<file path="config.mk">
export PLATFORM = sky130hd
export DESIGN_NAME = text_glyph_row_renderer
export DESIGN_NICKNAME = d
export VERILOG_FILES = /design/src/hdl/tgr_pkg.sv /design/src/hdl/tgr_ctrl.sv /design/src/hdl/tgr_addr_unit.sv /design/src/hdl/tgr_pixel_path.sv /design/src/hdl/text_glyph_row_renderer.sv
export SDC_FILE = /design/constraint.sdc
export NUM_CORES = 1
export LEC_CHECK = 0
export ABC_AREA = 0
export BUFFER_PORTS_ARGS = -buffer_cell sky130_fd_sc_hd__buf_4
export CAP_MARGIN = 20
export CORE_MARGIN = 4
export CORE_UTILIZATION = 54
export CTS_BUF_LIST = sky130_fd_sc_hd__clkbuf_2
export DETAILED_ROUTE_END_ITERATION = 8
export PLACE_DENSITY = 0.84
export SKIP_CTS_REPAIR_TIMING = 1
export SYNTH_ARGS = -nofsm -noshare
export SYNTH_HDL_FRONTEND = slang
export SYNTH_HIERARCHICAL = 1
export SYNTH_SLANG_ARGS = --single-unit
</file>
<file path="constraint.sdc">
create_clock -name clk -period 5.3 [get_ports clk]
set_clock_uncertainty 0.2 [all_clocks]
set_input_delay 0.265 -clock clk [delete_from_list [all_inputs] [get_ports clk]]
set_output_delay 0.265 -clock clk [all_outputs]
set_load 0.01 [all_outputs]
</file>
<file path="src/hdl/tgr_pkg.sv">
package tgr_pkg;

  localparam int ADDR_W              = 24;
  localparam int COLOR_W             = 24;
  localparam int STRIDE_W            = 13;
  localparam int COL_W               = 9;
  localparam int ROW_W               = 8;
  localparam int LINE_W              = 4;
  localparam int BITS_W              = 16;
  localparam int ATTR_W              = 6;
  localparam int ROWLINE_W           = ROW_W + LINE_W;
  localparam int MUL_STEPS           = ROWLINE_W;
  localparam int CNT_W               = 4;
  localparam int NARROW_WIDTH        = 8;
  localparam int DEF_MAX_GLYPH_WIDTH = 16;

  localparam logic [STRIDE_W-1:0] STRIDE_RESET = 13'd640;
  localparam logic [COLOR_W-1:0]  DIM_MASK     = 24'hFCFCFC;

  localparam int ATTR_BOLD      = 0;
  localparam int ATTR_DIM       = 1;
  localparam int ATTR_REVERSE   = 2;
  localparam int ATTR_OVERLINE  = 3;
  localparam int ATTR_STRIKE    = 4;
  localparam int ATTR_UNDERLINE = 5;

  localparam logic [LINE_W-1:0] LINE_OVERLINE  = 4'd1;
  localparam logic [LINE_W-1:0] LINE_STRIKE    = 4'd8;
  localparam logic [LINE_W-1:0] LINE_UNDERLINE = 4'd15;

  typedef enum logic [1:0] {
    ST_IDLE,
    ST_MUL,
    ST_EMIT
  } st_t;

  typedef struct packed {
    logic load;
    logic mul;
    logic emit;
    logic last;
  } ctl_t;

  function automatic logic [7:0] fallback_row(input logic [LINE_W-1:0] line);
    logic [7:0] r;
    case (line)
      4'd3:    r = 8'h7E;
      4'd4:    r = 8'h66;
      4'd5:    r = 8'h5A;
      4'd6:    r = 8'h5A;
      4'd7:    r = 8'h7A;
      4'd8:    r = 8'h76;
      4'd9:    r = 8'h76;
      4'd10:   r = 8'h7E;
      4'd11:   r = 8'h76;
      4'd12:   r = 8'h76;
      4'd13:   r = 8'h7E;
      default: r = 8'h00;
    endcase
    return r;
  endfunction

  function automatic logic [COLOR_W-1:0] dim_color(input logic [COLOR_W-1:0] c);
    logic [COLOR_W-1:0] m;
    m = c & DIM_MASK;
    return (m >> 1) + (m >> 2);
  endfunction

endpackage

</file>
<file path="src/hdl/tgr_ctrl.sv">
module tgr_ctrl
  import tgr_pkg::*;
#(
  parameter int MAX_GLYPH_WIDTH = DEF_MAX_GLYPH_WIDTH
) (
  input  logic clk,
  input  logic rst_n,
  input  logic start,
  input  logic cell_empty,
  input  logic wide_eff,
  output logic busy,
  output ctl_t ctl
);

  localparam logic [CNT_W-1:0] WIDE_LAST   = CNT_W'(MAX_GLYPH_WIDTH - 1);
  localparam logic [CNT_W-1:0] NARROW_LAST = CNT_W'(NARROW_WIDTH - 1);
  localparam logic [CNT_W-1:0] MUL_LAST    = CNT_W'(MUL_STEPS - 1);

  st_t              state_r, state_nxt;
  logic [CNT_W-1:0] cnt_r, cnt_nxt;
  logic             wide_r, wide_nxt;
  logic             accept;
  logic [CNT_W-1:0] last_idx;

  assign busy     = (state_r != ST_IDLE);
  assign accept   = start && !busy;
  assign last_idx = wide_r ? WIDE_LAST : NARROW_LAST;

  always_comb begin
    state_nxt = state_r;
    case (state_r)
      ST_IDLE: begin
        if (accept && !cell_empty) state_nxt = ST_MUL;
      end
      ST_MUL: begin
        if (cnt_r == MUL_LAST) state_nxt = ST_EMIT;
      end
      ST_EMIT: begin
        if (cnt_r == last_idx) state_nxt = ST_IDLE;
      end
      default: state_nxt = ST_IDLE;
    endcase
  end

  always_comb begin
    cnt_nxt  = cnt_r;
    wide_nxt = wide_r;
    ctl      = '0;
    case (state_r)
      ST_IDLE: begin
        cnt_nxt = '0;
        if (accept && !cell_empty) begin
          ctl.load = 1'b1;
          wide_nxt = wide_eff;
        end
      end
      ST_MUL: begin
        ctl.mul = 1'b1;
        cnt_nxt = (cnt_r == MUL_LAST) ? '0 : cnt_r + 1'b1;
      end
      ST_EMIT: begin
        ctl.emit = 1'b1;
        ctl.last = (cnt_r == last_idx);
        cnt_nxt  = cnt_r + 1'b1;
      end
      default: cnt_nxt = '0;
    endcase
  end

  always_ff @(posedge clk) begin
    if (!rst_n) begin
      state_r <= ST_IDLE;
      cnt_r   <= '0;
      wide_r  <= 1'b0;
    end else begin
      state_r <= state_nxt;
      cnt_r   <= cnt_nxt;
      wide_r  <= wide_nxt;
    end
  end

endmodule

</file>
<file path="src/hdl/tgr_addr_unit.sv">
module tgr_addr_unit
  import tgr_pkg::*;
(
  input  logic                  clk,
  input  ctl_t                  ctl,
  input  logic [COL_W-1:0]      cell_col,
  input  logic [ROWLINE_W-1:0]  row_line,
  input  logic [STRIDE_W-1:0]   stride,
  output logic [ADDR_W-1:0]     addr
);

  logic [ADDR_W-1:0]    acc_r, acc_nxt;
  logic [ADDR_W-1:0]    mcand_r, mcand_nxt;
  logic [ROWLINE_W-1:0] mplier_r, mplier_nxt;
  logic [ADDR_W-1:0]    add_b;
  logic [ADDR_W-1:0]    sum;

  // one adder: shift-add multiply steps, then pixel address increments
  assign add_b = ctl.mul ? (mplier_r[0] ? mcand_r : '0) : ADDR_W'(1);
  assign sum   = acc_r + add_b;
  assign addr  = acc_r;

  always_comb begin
    acc_nxt    = acc_r;
    mcand_nxt  = mcand_r;
    mplier_nxt = mplier_r;
    if (ctl.load) begin
      acc_nxt    = ADDR_W'({cell_col, 3'b000});
      mcand_nxt  = ADDR_W'(stride);
      mplier_nxt = row_line;
    end else if (ctl.mul) begin
      acc_nxt    = sum;
      mcand_nxt  = mcand_r << 1;
      mplier_nxt = mplier_r >> 1;
    end else if (ctl.emit) begin
      acc_nxt    = sum;
    end
  end

  always_ff @(posedge clk) begin
    acc_r    <= acc_nxt;
    mcand_r  <= mcand_nxt;
    mplier_r <= mplier_nxt;
  end

endmodule

</file>
<file path="src/hdl/tgr_pixel_path.sv">
module tgr_pixel_path
  import tgr_pkg::*;
#(
  parameter int MAX_GLYPH_WIDTH = DEF_MAX_GLYPH_WIDTH
) (
  input  logic               clk,
  input  ctl_t               ctl,
  input  logic [LINE_W-1:0]  glyph_line,
  input  logic [BITS_W-1:0]  glyph_bits,
  input  logic               wide_glyph,
  input  logic               glyph_valid,
  input  logic [COLOR_W-1:0] fore_color,
  input  logic [COLOR_W-1:0] back_color,
  input  logic [ATTR_W-1:0]  attr_flags,
  output logic [COLOR_W-1:0] color
);

  localparam int WSHIFT = BITS_W - MAX_GLYPH_WIDTH;
  localparam int NSHIFT = BITS_W - NARROW_WIDTH;

  logic [BITS_W-1:0]  sh_r, sh_nxt;
  logic               prev_r, prev_nxt;
  logic               bold_r, rev_r, fill_r;
  logic [COLOR_W-1:0] fg_r, bg_r, fill_color_r;
  logic [BITS_W-1:0]  aligned;
  logic               fill;
  logic               on;

  always_comb begin
    if (!glyph_valid) begin
      aligned = {fallback_row(glyph_line), 8'h00};
    end else if (wide_glyph) begin
      aligned = glyph_bits << WSHIFT;
    end else begin
      aligned = glyph_bits << NSHIFT;
    end
  end

  assign fill = (attr_flags[ATTR_OVERLINE]  && glyph_line == LINE_OVERLINE)
             || (attr_flags[ATTR_STRIKE]    && glyph_line == LINE_STRIKE)
             || (attr_flags[ATTR_UNDERLINE] && glyph_line == LINE_UNDERLINE);

  assign on = sh_r[BITS_W-1] | (bold_r & prev_r);

  always_comb begin
    if (fill_r) begin
      color = fill_color_r;
    end else if (rev_r) begin
      color = on ? bg_r : fg_r;
    end else begin
      color = on ? fg_r : bg_r;
    end
  end

  always_comb begin
    sh_nxt   = sh_r;
    prev_nxt = prev_r;
    if (ctl.load) begin
      sh_nxt   = aligned;
      prev_nxt = 1'b0;
    end else if (ctl.emit) begin
      sh_nxt   = sh_r << 1;
      prev_nxt = sh_r[BITS_W-1];
    end
  end

  always_ff @(posedge clk) begin
    sh_r   <= sh_nxt;
    prev_r <= prev_nxt;
    if (ctl.load) begin
      bold_r       <= attr_flags[ATTR_BOLD];
      rev_r        <= attr_flags[ATTR_REVERSE];
      fill_r       <= fill;
      fg_r         <= attr_flags[ATTR_DIM] ? dim_color(fore_color) : fore_color;
      bg_r         <= attr_flags[ATTR_DIM] ? dim_color(back_color) : back_color;
      fill_color_r <= attr_flags[ATTR_REVERSE] ? back_color : fore_color;
    end
  end

endmodule

</file>
<file path="src/hdl/text_glyph_row_renderer.sv">
// The row base address of an accepted item comes from a 12-step shift-add multiply on the one
// shared 24-bit adder, then pixels leave one per cycle through the output registers. A row is
// 8 pixels, or MAX_GLYPH_WIDTH for a valid wide glyph; busy holds off new items until it ends.
// An empty cell is taken, keeps busy low and emits nothing. The receiver cannot stall results.
// Reset (synchronous, rst_n low) returns to idle and sets line_width_pixels to 640.
module text_glyph_row_renderer
  import tgr_pkg::*;
#(
  parameter int MAX_GLYPH_WIDTH = DEF_MAX_GLYPH_WIDTH
) (
  input  logic                clk,
  input  logic                rst_n,
  input  logic                cfg_valid,
  output logic                cfg_ready,
  input  logic [STRIDE_W-1:0] cfg_line_width_pixels,
  input  logic                start,
  output logic                busy,
  input  logic [COL_W-1:0]    in_cell_col,
  input  logic [ROW_W-1:0]    in_cell_row,
  input  logic [LINE_W-1:0]   in_glyph_line,
  input  logic [BITS_W-1:0]   in_glyph_bits,
  input  logic                in_wide_glyph,
  input  logic                in_glyph_valid,
  input  logic                in_cell_empty,
  input  logic [COLOR_W-1:0]  in_fore_color,
  input  logic [COLOR_W-1:0]  in_back_color,
  input  logic [ATTR_W-1:0]   in_attr_flags,
  output logic                out_valid,
  output logic [ADDR_W-1:0]   out_pixel_address,
  output logic [COLOR_W-1:0]  out_pixel_color,
  output logic                out_row_last
);

  ctl_t                ctl;
  logic [STRIDE_W-1:0] stride_r;
  logic [ADDR_W-1:0]   addr;
  logic [COLOR_W-1:0]  color;
  logic                out_valid_r;
  logic [ADDR_W-1:0]   out_addr_r;
  logic [COLOR_W-1:0]  out_color_r;
  logic                out_last_r;

  assign cfg_ready = 1'b1;

  always_ff @(posedge clk) begin
    if (!rst_n) begin
      stride_r <= STRIDE_RESET;
    end else if (cfg_valid && cfg_ready) begin
      stride_r <= cfg_line_width_pixels;
    end
  end

  tgr_ctrl #(
    .MAX_GLYPH_WIDTH(MAX_GLYPH_WIDTH)
  ) u_ctrl (
    .clk       (clk),
    .rst_n     (rst_n),
    .start     (start),
    .cell_empty(in_cell_empty),
    .wide_eff  (in_glyph_valid & in_wide_glyph),
    .busy      (busy),
    .ctl       (ctl)
  );

  tgr_addr_unit u_addr (
    .clk     (clk),
    .ctl     (ctl),
    .cell_col(in_cell_col),
    .row_line({in_cell_row, in_glyph_line}),
    .stride  (stride_r),
    .addr    (addr)
  );

  tgr_pixel_path #(
    .MAX_GLYPH_WIDTH(MAX_GLYPH_WIDTH)
  ) u_pixel (
    .clk        (clk),
    .ctl        (ctl),
    .glyph_line (in_glyph_line),
    .glyph_bits (in_glyph_bits),
    .wide_glyph (in_wide_glyph),
    .glyph_valid(in_glyph_valid),
    .fore_color (in_fore_color),
    .back_color (in_back_color),
    .attr_flags (in_attr_flags),
    .color      (color)
  );

  always_ff @(posedge clk) begin
    if (!rst_n) begin
      out_valid_r <= 1'b0;
    end else begin
      out_valid_r <= ctl.emit;
    end
  end

  always_ff @(posedge clk) begin
    out_addr_r  <= addr;
    out_color_r <= color;
    out_last_r  <= ctl.last;
  end

  assign out_valid         = out_valid_r;
  assign out_pixel_address = out_addr_r;
  assign out_pixel_color   = out_color_r;
  assign out_row_last      = out_valid_r & out_last_r;

  a_emit_strobe: assert property (@(posedge clk) disable iff (!rst_n)
    ctl.emit |=> out_valid)
    else $error("pixel step without result strobe");

  a_row_gap: assert property (@(posedge clk) disable iff (!rst_n)
    out_valid && out_row_last |=> !out_valid)
    else $error("result after last pixel of row");

  a_addr_step: assert property (@(posedge clk) disable iff (!rst_n)
    out_valid && !out_row_last |=> out_valid &&
      out_pixel_address == ADDR_W'($past(out_pixel_address) + 1'b1))
    else $error("pixel address did not advance by one");

  a_empty_cell: assert property (@(posedge clk) disable iff (!rst_n)
    start && !busy && in_cell_empty |=> !busy)
    else $error("empty cell made block busy");

endmodule

</file>
After elaboration in Yosys (flattened, before gate mapping)
Memories as Yosys holds them, arrays and structs flattened.
Index checks and enable logic that the tools add are counted.

cells by class
  $add $sub $neg = 4
  equal/unequal tests = 10
  muxes and demuxes = 31
  bitwise operators = 4
  reductions and logical operators = 17

operators by type and width
  kind                   number
  $mux W24               11
  $mux W16               4
  $add A23 B22 Y24       2
  $mux W12               3
  $mux W13               2
  $add A24 B24 Y24       1
  $eq A4 B4 Y1 const B   3
  $mux W2                4
  $mux W4                2
  $pmux W4 S2            1
  $reduce_bool A2 Y1     4
  $ne A2 B1 Y1 const B   3
  $pmux W2 S3            1
  $logic_and A1 B1 Y1    5
  $add A4 B1 Y4 const B  1
  $eq A4 B1 Y1 const B   1
  $eq A4 B4 Y1           1
  $and A1 B1 Y1          3
  $mux W1                3
  $reduce_and A3 Y1      1
  $reduce_bool A3 Y1     1
  $eq A2 B1 Y1 const B   1
  $eq A2 B2 Y1 const B   1
  $logic_not A1 Y1       2
  other kinds (4)        5

storage, ports and cells
  register bits = 222
  bits in read-only memories = 96
  input bits = 111
  output and inout port bits = 52
  memories = 1

memories
  memory           words  width  read ports  clocked after Yosys merged registers in  write ports  line           source
  (no name shown)  16     6      1           0                                        0            tgr_pkg.sv:46  case (line)

Depth between registers and ports, before layout
  word-level depth = 7
  gate-level depth with buffers = 15
  gate-level depth less buffers = 12

Cells and area by module
The synthesis kept the hierarchy.

by module, submodules not included
  module                   instances  cells an instance  area each (um^2)  sequential area each (um^2)
  tgr_pixel_path           1          547                6014.5            2752.6
  tgr_addr_unit            1          400                3908.7            1541.5
  text_glyph_row_renderer  1          97                 1532.7            1261.2
  tgr_ctrl                 1          42                 399.1             140.1

Worst setup path after synthesis
No wires, ideal clock.

  kind = reg2reg
  start point = register u_ctrl.state_r[0]
  end point = register u_addr.acc_r[21] (netlist: u_addr/addr[21])
  setup time = 0.120 ns
  arrival time = 5.550 ns
  required time = 4.980 ns
  setup slack = -0.570 ns
  cell stages (with the launch flop) = 9
  buffers on the path = 0
  period minus slack after synthesis = 5.870 ns
  path through = dfxtp_1 > inv_1 > ha_1 > inv_1 > nor2_1 > nor2_1 > and3_2 > mux2_1 > a211o_1

RTL lines
  what                    line                 source
  from (decl)             tgr_ctrl.sv:19       st_t state_r, state_nxt;
  from (signal assigned)  tgr_ctrl.sv:76       state_r <= state_nxt;
  to (signal assigned)    tgr_addr_unit.sv:41  acc_r <= acc_nxt;
  to (decl)               tgr_addr_unit.sv:12  logic [ADDR_W-1:0] acc_r, acc_nxt;

Worst setup path in the final report
  start point = register u_addr.mplier_r[0]
  end point = register u_addr.acc_r[10] (netlist: u_addr/addr[10]), data pin

between the ends
  cells in the longest elaborated chain, start to end = 6

ends and longest elaborated chain
  what                     line                 source
  from (decl)              tgr_addr_unit.sv:14  logic [ROWLINE_W-1:0] mplier_r, mplier_nxt;
  from (signal assigned)   tgr_addr_unit.sv:43  mplier_r <= mplier_nxt;
  $mux W24 * (2 in a row)  tgr_addr_unit.sv:19  assign add_b = ctl.mul ? (mplier_r[0] ? mcand_r : '0) : ADDR_W'(1);
  $add A24 B24 Y24 *       tgr_addr_unit.sv:20  assign sum = acc_r + add_b;
  $mux W24                 tgr_addr_unit.sv:35  end else if (ctl.emit) begin
  $mux W24 *               tgr_addr_unit.sv:31  end else if (ctl.mul) begin
  $mux W12 *               tgr_addr_unit.sv:27  if (ctl.load) begin
  net u_addr.acc_nxt[10]   tgr_addr_unit.sv:12

The timed path passes the listed nets; every way through them passes the cells marked *. The select of a mux whose other input is x is not followed.
A chain may end at the register's enable or synchronous reset.

==> results.txt <==
Max-slew violations = 0
Synth area leaders = edfxtp_1 (32%), dfxtp_1 (16%), ha_1 (7.8%)
Max-Cap Viols = 0
Worst-Skew Late Latency = 0.84 ns
RSZ-0062 raised after global routing = no
Synth area leader = edfxtp_1
DR iter-0 viols = 741
Sequential share of the synthesized area = 48.0%
Via count = 10,100
Nets@finish = 1,653
Initial antenna violation count = 1
HPWL Detailed = 18.6 mm
Crit path max-delay cell type = edfxtp_1
Vias in the first global route = 8,737
Final GP Congestion = 0.903
Die height = 156 um
Reg clk slew, reported paths = 0.15 ns
CP Class = reg -> reg
Data arrival time of the worst path = 4.09 ns
Final ANT Viol Nets = 0
Worst Path Max Fanout = 24
Drc violations = 0
Starting Density = 55.7%
First-pass GRT wire length = 41.8 mm
Final Total Pwr = 5520 uW
CTS Buffer Depth = 3
Count of synthesis-stage warnings from yosys = 6
Critical Path RT = 5.64 ns
Final setup vio count = 0
Fraction of layout instances using a drive strength above 1 = 21.2%
Dominant synthesized flop cell = edfxtp_1
Most frequent cells after synthesis = edfxtp_1 (125), dfxtp_1 (97), nand2_1 (92)
FF+latch count, synth = 222
Post-Synthesis Cells = 1,086
Max Clk Rate = 267 MHz
Rel. slew slack = 38.1%
Final Hold Fails = 0
Crit start category = flip-flop
CP endpoint kind = flip-flop
Row cnt = 53
Die ar. = 0.0244 mm^2
Layout overhead on the synthesized area = 31.9%
Critical path's most frequent cell = nand2_1
Number of flops mapped to enable cells by yosys = 125
Number of port buffers = 161
Num CTS Buffers = 54
Ys async rst share = 0%
Grt total ovfl = 0
CTS Sinks = 222
Min cycle time layout = 3.75 ns
Post-Syn Nets = 1,278
Slew @ Worst Pin = 0.925 ns
Tcrit/Tclk final = 70.7%
Crit path cell chain = nand2_1 > nand2_1 > ha_1 > inv_1 > fa_1 > nor2b_1 > o31ai_1 > a21boi_0 > o21ai_0 > a2111oi_0 > nor3_1
Die X = 156 um
Syn Area/Cell = 10.9 um^2
Power Density = 353 mW/mm^2
Static Leak = 0.00681 uW
CTS tree = built
Total Wirelength = 32.7 mm
Router iterations before antenna repair = 7
Setup tns final = 0 ns
HP Class = in -> reg
Max VDD drop = 257 uV
Status = complete, no violations
Synth cell types = 75
Root Buffer = clkbuf_2
Most frequent cell after synthesis = edfxtp_1
Mapped cell area = 0.0119 mm^2
GRT Overall Usage = 20.8%
Core ar. = 0.0213 mm^2
Fillers = 1,344
Vias per Instance = 5.68
Pin count of the biggest net entering global routing = 67
Critical path buffers and inverters = 1
Top-area cell type share of the netlist area = 31.7%
H-tree levels = 2
Drt wl/cell = 18.3 um
IO Pins = 163
Top Family by Delay on Critical Path = compound AO/OA/AOI/OAI gates
Slowest Stage Delay on Critical Path = 0.79 ns
sequential cells by signal (all words and copies together) (netlist names):
name                  cells
u_pixel/rev_r             1
u_addr/mplier_r          12
u_pixel/bg_r             24
u_addr/addr              24
out_valid                 1
u_ctrl/wide_r             1
u_pixel/sh_r             16
out_pixel_color          24
out_pixel_address        24
u_pixel/prev_r            1
stride_r                 13
u_ctrl/cnt_r              4
u_pixel/fg_r             24
u_addr/mcand_r           24
out_last_r                1
u_ctrl/state_r            2
u_pixel/bold_r            1
u_pixel/fill_color_r     24
u_pixel/fill_r            1
per-layer routing:
| layer | wire, um | GRT usage [%] | share of wire, % | vias up |
|---|---|---|---|---|
| met5 | 0 | 0 | 0 | - |
| met4 | 1310 | 8.43 | 4.0 | 0 |
| met3 | 2290 | 4.30 | 7.0 | 114 |
| met2 | 17000 | 35.7 | 52 | 519 |
| met1 | 12100 | 25.8 | 37 | 4778 |
| li1 | - | - | - | 4719 |
cell usage in the layout, fill, tap and decap left out, types with 6 or more instances in the layout:
master,instances
o311ai_1,6
fa_1,7
o21ai_0,62
dlygate4sd3_1,201
mux2i_1,80
dfxtp_1,97
a31oi_1,16
nor2b_1,22
a21o_1,15
o21a_1,10
xor2_1,12
buf_4,167
clkbuf_2,80
and3_1,26
inv_1,68
xnor2_1,15
o2bb2ai_1,9
o21ai_1,20
nor2_1,60
or3_1,9
and2_1,7
o211ai_1,8
a211oi_1,12
nand2b_1,15
edfxtp_1,125
nor3_1,9
nand2_1,92
a21oi_1,37
clkinv_1,15
ha_1,74
mux2_2,47
nand3_1,14
final cells by class:
| class | instances | area (um^2) | area share (%) |
|---|---|---|---|
| Sequential cell | 222 | 5700 | 36.4 |
| Multi-Input combinational cell | 747 | 5590 | 35.7 |
| Timing Repair Buffer | 368 | 3270 | 20.9 |
| Clock buffer | 80 | 400 | 2.56 |
| Tap cell | 275 | 344 | 2.20 |
| Inverter | 68 | 255 | 1.63 |
| Clock inverter | 20 | 80.1 | 0.512 |
| Antenna cell | 3 | 7.51 | 0.0480 |
where the power goes:
part | total (uW) | internal (uW) | switching [uW]
Combinational | 1890 | 852 | 1040
Sequential | 2500 | 2300 | 201
Clock | 1120 | 406 | 715
worst register-to-register path: cells and delay by family, from the launching register on:
| kind | cells | cell delay [ns] |
|---|---|---|
| compound gates | 4 | 1.23 |
| fa+ha+maj | 2 | 0.58 |
| buf+inv | 1 | 0.06 |
| flops | 1 | 0.79 |
| simple gates | 4 | 0.64 |
stage by stage:
stage	worst slack, ns	cell area [um^2]	hold slack (ns)	cells	util, %
final	1.55	15600	0.0745	1783	73.5
after global routing	1.35	15600	0.0256	1782	73.4
after CTS	1.69	13600	-0.656	1579	64.0
after detailed placement	1.70	13100	0.178	1479	61.7
after global placement	1.77	13100	0.171	1479	61.7
after floorplan	0.899	11900	0.155	1086	-
worst paths after layout:
path,endpoint,from,slack [ns],cells past startpoint
worst max register to register,u_addr/addr[10]$_DFFE_PP_,u_addr/mplier_r[0]$_DFFE_PP_,1.55,11
worst min-delay path,u_addr/addr[3]$_DFFE_PP_,in_cell_col[0],0.07,4
worst min register to register,out_pixel_address[2]$_DFF_P_,u_addr/addr[2]$_SDFFE_PP0P_,0.18,0
worst max-delay path,u_addr/addr[10]$_DFFE_PP_,u_addr/mplier_r[0]$_DFFE_PP_,1.55,11
cells by family (layout without fill, tap and decap cells):
logic type      count (synthesis)  count (layout)  share of synthesized area (%)
simple gates                  276             276                           11.3
buf+inv                       117             536                           4.88
flops                         222             222                           48.0
other cells                     1               4                         0.0316
xor+xnor                       29              29                           2.36
mux                           129             129                           11.5
compound gates                231             231                           12.9
fa+ha+maj                      81              81                           8.99
Note: power is estimated with default switching activity, not from simulation.
